<file path="config.mk">
export PLATFORM = sky130hd
export DESIGN_NAME = mpfb_line_unit
export DESIGN_NICKNAME = d
export VERILOG_FILES = /design/src/rtl/core/assert_macros.svh /design/src/rtl/core/mpfb_pkg.sv /design/src/rtl/core/mpfb_line_unit.sv
export SDC_FILE = /design/constraint.sdc
export NUM_CORES = 1
export LEC_CHECK = 0
export BUFFER_PORTS_ARGS = -buffer_cell sky130_fd_sc_hd__buf_2
export CAP_MARGIN = 15
export CELL_PAD_IN_SITES_DETAIL_PLACEMENT = 1
export CELL_PAD_IN_SITES_GLOBAL_PLACEMENT = 1
export CORE_MARGIN = 4
export CORE_UTILIZATION = 25
export CTS_BUF_LIST = sky130_fd_sc_hd__clkbuf_2
export DETAILED_ROUTE_END_ITERATION = 12
export GPL_TIMING_DRIVEN = 0
export PLACE_DENSITY_LB_ADDON = 0.3
export SLEW_MARGIN = 30
export SYNTH_ARGS = -nofsm -noshare
export SYNTH_HDL_FRONTEND = slang
export SYNTH_SLANG_ARGS = --single-unit
</file>
<file path="constraint.sdc">
create_clock -name i_clk -period 10.87 [get_ports i_clk]
set_clock_uncertainty 0.2 [all_clocks]
set_input_delay 0.5435 -clock i_clk [delete_from_list [all_inputs] [get_ports i_clk]]
set_output_delay 0.5435 -clock i_clk [all_outputs]
set_load 0.02 [all_outputs]
</file>
<file path="src/rtl/core/assert_macros.svh">
// ----------------------------------------------------------------------------
// Assertion macros
// Clocked assertion helpers shared by the drawing unit RTL.
// ----------------------------------------------------------------------------
`ifndef ASSERT_MACROS_SVH
`define ASSERT_MACROS_SVH

// property checked on every rising i_clk edge outside reset
`define MPFB_ASSERT(label, prop, msg) \
    label: assert property (@(posedge i_clk) disable iff (!i_rst_n) prop) else $error(msg);

// condition that must never hold outside reset
`define MPFB_ASSERT_NEVER(label, cond, msg) \
    `MPFB_ASSERT(label, !(cond), msg)

`endif

</file>
<file path="src/rtl/core/mpfb_pkg.sv">
// ----------------------------------------------------------------------------
// mpfb_pkg
// Shared constants, command codes and control types of the drawing unit.
// ----------------------------------------------------------------------------
package mpfb_pkg;

    localparam int PANEL_WIDTH_DEF  = 128;
    localparam int PANEL_HEIGHT_DEF = 64;
    localparam int PAGE_ROWS        = 8;

    localparam int CMD_W   = 3;
    localparam int COORD_W = 8;
    localparam int BIDX_W  = 10;
    localparam int BYTE_W  = 8;

    typedef enum logic [CMD_W-1:0] {
        CMD_CLEAR = 3'd0,
        CMD_PIXEL = 3'd1,
        CMD_LINE  = 3'd2,
        CMD_RECT  = 3'd3,
        CMD_FILL  = 3'd4,
        CMD_READ  = 3'd5
    } t_cmd;

    typedef struct packed {
        logic load;
        logic step;
    } t_line_ctl;

endpackage

</file>
<file path="src/rtl/core/mpfb_line_unit.sv">
// ----------------------------------------------------------------------------
// mpfb_line_unit
// Bresenham stepper: loads a segment, then advances one pixel per step.
// ----------------------------------------------------------------------------
module mpfb_line_unit (
    input  logic                         i_clk,
    input  mpfb_pkg::t_line_ctl          i_ctl,
    input  logic [mpfb_pkg::COORD_W-1:0] i_x0,
    input  logic [mpfb_pkg::COORD_W-1:0] i_y0,
    input  logic [mpfb_pkg::COORD_W-1:0] i_x1,
    input  logic [mpfb_pkg::COORD_W-1:0] i_y1,
    output logic [mpfb_pkg::COORD_W-1:0] o_x,
    output logic [mpfb_pkg::COORD_W-1:0] o_y,
    output logic                         o_end
);

    logic [mpfb_pkg::COORD_W-1:0] r_x, r_y, r_x1, r_y1;
    logic signed [11:0]           r_dx, r_dy, r_err;
    logic                         r_sx, r_sy;

    logic signed [11:0] n_dx, n_dy, e2, n_err;
    logic               step_x, step_y;

    always_comb begin
        n_dx   = (i_x1 > i_x0) ? $signed({4'd0, i_x1 - i_x0}) : $signed({4'd0, i_x0 - i_x1});
        n_dy   = (i_y1 > i_y0) ? $signed({4'd0, i_y1 - i_y0}) : $signed({4'd0, i_y0 - i_y1});
        e2     = r_err <<< 1;
        step_x = e2 > -r_dy;
        step_y = e2 < r_dx;
        n_err  = r_err - (step_x ? r_dy : 12'sd0) + (step_y ? r_dx : 12'sd0);
    end

    always_ff @(posedge i_clk) begin
        if (i_ctl.load) begin
            r_x   <= i_x0;
            r_y   <= i_y0;
            r_x1  <= i_x1;
            r_y1  <= i_y1;
            r_dx  <= n_dx;
            r_dy  <= n_dy;
            r_sx  <= i_x0 < i_x1;
            r_sy  <= i_y0 < i_y1;
            r_err <= n_dx - n_dy;
        end else if (i_ctl.step) begin
            r_err <= n_err;
            if (step_x) begin
                r_x <= r_sx ? r_x + 8'd1 : r_x - 8'd1;
            end
            if (step_y) begin
                r_y <= r_sy ? r_y + 8'd1 : r_y - 8'd1;
            end
        end
    end

    assign o_x   = r_x;
    assign o_y   = r_y;
    assign o_end = (r_x == r_x1) && (r_y == r_y1);

endmodule

</file>
==> flow_metrics.tcl <==
set metrics [dict create \
    status "finished, final reports clean" \
    syn_nets 747 \
    yosysWarnings 0 \
    critical_path.top_delay_family "compound AO/OA/AOI/OAI gates" \
    yosys_most_used_dff "sky130_fd_sc_hd__edfxtp_1" \
    m1WireLength_um 8034 \
    cts_buffers 9 \
    rows 55 \
    tritoncts "done" \
    detail-route-antenna-nets 0 \
    detail_route.first_pass.iterations 5 \
    clock_latency_ps 550 \
    met2WireLength_um 7472 \
    final_layout_size_suffix_gt1_share_pct 13.49 \
    setup_viol 0 \
    synthDominantCellAreaShare_pct 31.02 \
    clock-sinks 61 \
    power-per-cell-area_nw_per_um2 251.7 \
    worst_reg2reg_path_depth 22 \
    ys_top_cells_by_area "sky130_fd_sc_hd__edfxtp_1 31%, sky130_fd_sc_hd__ha_1 17%, sky130_fd_sc_hd__xnor2_1 6.2%" \
    last_weighted_congestion_value_of_the_routability_driven_placer 0.7642 \
    worstSetupPathType "reg -> reg" \
    syn_area_um2 5906 \
    placedInstanceArea_um2 6553 \
    globalRouteTotalUtil_pct 12.54 \
    class_of_the_worst_hold_path "in -> reg" \
    synth.top_cells.by_count "93 x sky130_fd_sc_hd__inv_1, 82 x sky130_fd_sc_hd__ha_1, 61 x sky130_fd_sc_hd__edfxtp_1" \
    unrepaired_setup_endpoints_after_global_routing "false" \
    hold_viol 0 \
    leakage_uw 0.003070 \
    detailroute.via_count 4462 \
    final.setup.tns_ps 0 \
    floorplan.die.height_um 161.7 \
    synth_edf_count 61 \
    crit_fanout 9 \
    max_stage_delay_ps 510 \
    start_kind "register" \
    antenna_found_initial 1 \
    boundaryPins 52 \
    route.met3.wl_um 196 \
    holdPathEnd "o_y[4]$_DFFE_PP_" \
    vias_per_cell 4.413 \
    drv_slew 0 \
    reg2reg_slack_ps 4660 \
    post_route_standard_cell_area_excluding_fillers_um2 6787 \
    grt_pass1_wl_um 25830 \
    slew_headroom_pct 36.80 \
    min_from "i_y0[4]" \
    global_route.overflow_total 0 \
    cp_num_buf_inv 2 \
    launching_point_of_the_worst_reg2reg_path "r_dy[1]$_DFFE_PP_" \
    worst_setup_hold_path_clk_slew_ps 190 \
    starting_density_pct 25.77 \
    die-area_um2 26150 \
    ctsRootBufferMaster "sky130_fd_sc_hd__clkbuf_2" \
    maxClockFrequency_mhz 161.1 \
    syn-mean-instance-area_um2 9.603 \
    die_w_um 161.7 \
    register_area_um2 1832 \
    place.detailed.hpwl_um 13060 \
    synth.distinct_cells 56 \
    number_of_h_tree_levels 3 \
    finalWirelength_um 15920 \
    worst_ep_arrival_time_ps 6290 \
    critical-path-slowest-cell "sky130_fd_sc_hd__fa_1" \
    crit_required_ps 10960 \
    ctsResizeCount 0 \
    cell_with_the_most_instances_after_synthesis "sky130_fd_sc_hd__inv_1" \
    r2r_end "r_err[10]$_DFFE_PP_" \
    placeableCoreArea_um2 22920 \
    first_global_vias 4780 \
    multiInputGateArea_um2 3650 \
    drv_cap 0 \
    routedWlPerCell_um 15.75 \
    netlist_instances 615 \
    layout.cells.non_filler 1011 \
    synth-seq-area-share_pct 31.02 \
    tightest_slew_ps 948.0 \
    largest_net_degree_at_the_start_of_global_routing 38 \
    final_nets 825 \
    finish.utilization_pct 29.62 \
    worstPathCellList "or2_2 > buf_2 > nor4_1 > xor2_1 > ha_1 > a21o_1 > a21o_1 > a21oi_1 > nor2_1 > a2111oi_0 > xor2_1 > and3_1 > fa_1 > inv_1 > fa_1 > a21oi_1 > o21bai_1 > a211oi_1 > o21ai_0 > a31oi_1 > xnor2_1 > o21ai_0" \
    maxUsedRoutingLayer "met4" \
    fin_crit_sh_pct 57.11 \
    numPortBuffers 51 \
    whs_ps 115.7 \
    numPlacedInstances 979 \
    fillers 2667 \
    max-clock-path-buffers 2 \
    areaGrowthSynthToFinish_pct 14.92 \
    cp-end-kind "register" \
    synth.largest_area_cell "sky130_fd_sc_hd__edfxtp_1" \
    max-vdd-ir-drop_uv 86.11 \
    postSynthRegisterBits 61 \
    drcViolationCount 0 \
    hold_depth 3 \
    asyncSetResetFlopFracSynth_pct 0 \
    fin_crit_ps 6207 \
    first_iter_violations 232 \
]
-- cell usage in the layout (no fill, tap or decap), types with 3 or more instances in the layout --
| cell | Yosys | routed |
|---|---|---|
| sky130_fd_sc_hd__a31oi_1 | 3 | 3 |
| sky130_fd_sc_hd__nor2b_1 | 8 | 8 |
| sky130_fd_sc_hd__buf_2 | 3 | 54 |
| sky130_fd_sc_hd__o21bai_1 | 8 | 8 |
| sky130_fd_sc_hd__and2_2 | 5 | 5 |
| sky130_fd_sc_hd__xnor2_1 | 42 | 42 |
| sky130_fd_sc_hd__clkbuf_2 | 0 | 11 |
| sky130_fd_sc_hd__and3_1 | 8 | 8 |
| sky130_fd_sc_hd__nand2b_1 | 5 | 5 |
| sky130_fd_sc_hd__dlygate4sd3_1 | 0 | 16 |
| sky130_fd_sc_hd__mux2i_1 | 11 | 11 |
| sky130_fd_sc_hd__clkinv_1 | 0 | 3 |
| sky130_fd_sc_hd__nor4_1 | 6 | 6 |
| sky130_fd_sc_hd__ha_1 | 82 | 82 |
| sky130_fd_sc_hd__mux2_2 | 8 | 8 |
| sky130_fd_sc_hd__a211oi_1 | 6 | 6 |
| sky130_fd_sc_hd__clkbuf_1 | 7 | 7 |
| sky130_fd_sc_hd__inv_1 | 93 | 93 |
| sky130_fd_sc_hd__o21a_1 | 7 | 7 |
| sky130_fd_sc_hd__xor2_1 | 22 | 22 |
| sky130_fd_sc_hd__o21ai_0 | 42 | 42 |
| sky130_fd_sc_hd__nand3_1 | 5 | 5 |
| sky130_fd_sc_hd__a21o_1 | 14 | 14 |
| sky130_fd_sc_hd__a21boi_0 | 5 | 5 |
| sky130_fd_sc_hd__nand2_1 | 38 | 38 |
| sky130_fd_sc_hd__nor3_1 | 8 | 8 |
| sky130_fd_sc_hd__edfxtp_1 | 61 | 61 |
| sky130_fd_sc_hd__fa_1 | 15 | 15 |
| sky130_fd_sc_hd__nand4_1 | 9 | 9 |
| sky130_fd_sc_hd__a21oi_1 | 32 | 32 |
| sky130_fd_sc_hd__nor2_1 | 27 | 27 |
-- worst reg2reg max path: cells and delay by family, from the launching register on --
family	cells	cell delay (ps)
AO/OA/AOI/OAI	10	2240
adder cells (fa/ha/maj)	3	1230
AND/OR/NAND/NOR	4	890
XOR/XNOR	3	650
flip-flops	1	490
buffers and inverters	2	230
-- logic make-up (layout without fill, tap and decap cells) --
family / count (synthesis) / in the layout / share of synthesized area, %
xor gates and xnor gates: 64 / 64 / 9.491
muxes: 20 / 20 / 3.644
AOI/OAI and AO/OA: 135 / 135 / 15.00
buffers and inverters: 107 / 189 / 7.182
DFF: 61 / 61 / 31.02
and+or+nand+nor: 131 / 131 / 11.21
adders and majority gates: 97 / 97 / 22.46
other: 0 / 1 / 0
-- stage by stage --
step | power [µW] | worst slack [ps]
floorplan | 1302 | 5480
global placement | 1582 | 4757
CTS | 1737 | 4578
global route | 1912 | 4249
finish | 1708 | 4663
detailed placement | 1604 | 4616
-- flip-flops by register name (all words and copies together) (netlist names) --
signal  count
r_y1        8
o_x         8
r_dx        8
r_dy        8
r_x1        8
o_y         8
r_err      11
r_sy        1
r_sx        1
-- cell type report --
| type | instances | share of cell area, % |
|---|---|---|
| diodes | 1 | 0.03687 |
| plain buffers | 14 | 1.106 |
| clock buffers | 11 | 0.8112 |
| clock inverters | 4 | 0.2397 |
| inverters | 93 | 5.144 |
| multi-input cells | 447 | 53.78 |
| flip-flops and latches | 61 | 26.99 |
| well taps | 313 | 5.771 |
| repair buffers | 67 | 6.121 |
-- worst max path at each step --
stage                       from                   to  slack (ps)  cells after the start
6_report       r_dy[1]$_DFFE_PP_  r_err[10]$_DFFE_PP_        4660                     22
5_1_grt        r_dy[1]$_DFFE_PP_  r_err[10]$_DFFE_PP_        4250                     22
2_1_floorplan  r_dy[1]$_DFFE_PP_  r_err[10]$_DFFE_PP_        5480                     22
4_1_cts        r_dy[1]$_DFFE_PP_  r_err[10]$_DFFE_PP_        4580                     22
3_3_place_gp   r_dy[1]$_DFFE_PP_  r_err[10]$_DFFE_PP_        4760                     22
3_5_place_dp   r_dy[1]$_DFFE_PP_  r_err[10]$_DFFE_PP_        4620                     22
-- per-layer routing --
layer	GRT usage, %	vias up
li1	-	2295
met1	17.62	2116
met2	20.39	38
met3	1.243	13
met4	4.037	0
met5	0	-
-- timing repair --
item                                   CTS  global route
endpoints found under the hold margin   16             0
setup buffers                            0             0
hold buffers                            16             0
-- where the power goes --
| part | leakage [µW] | internal, µW | switching [µW] |
|---|---|---|---|
| logic | 0.00241 | 505 | 654 |
| clock network | 0.0000543 | 28.3 | 87.0 |
| registers | 0.000607 | 364 | 70.5 |
No activity file was read; power rests on OpenSTA's default activity.
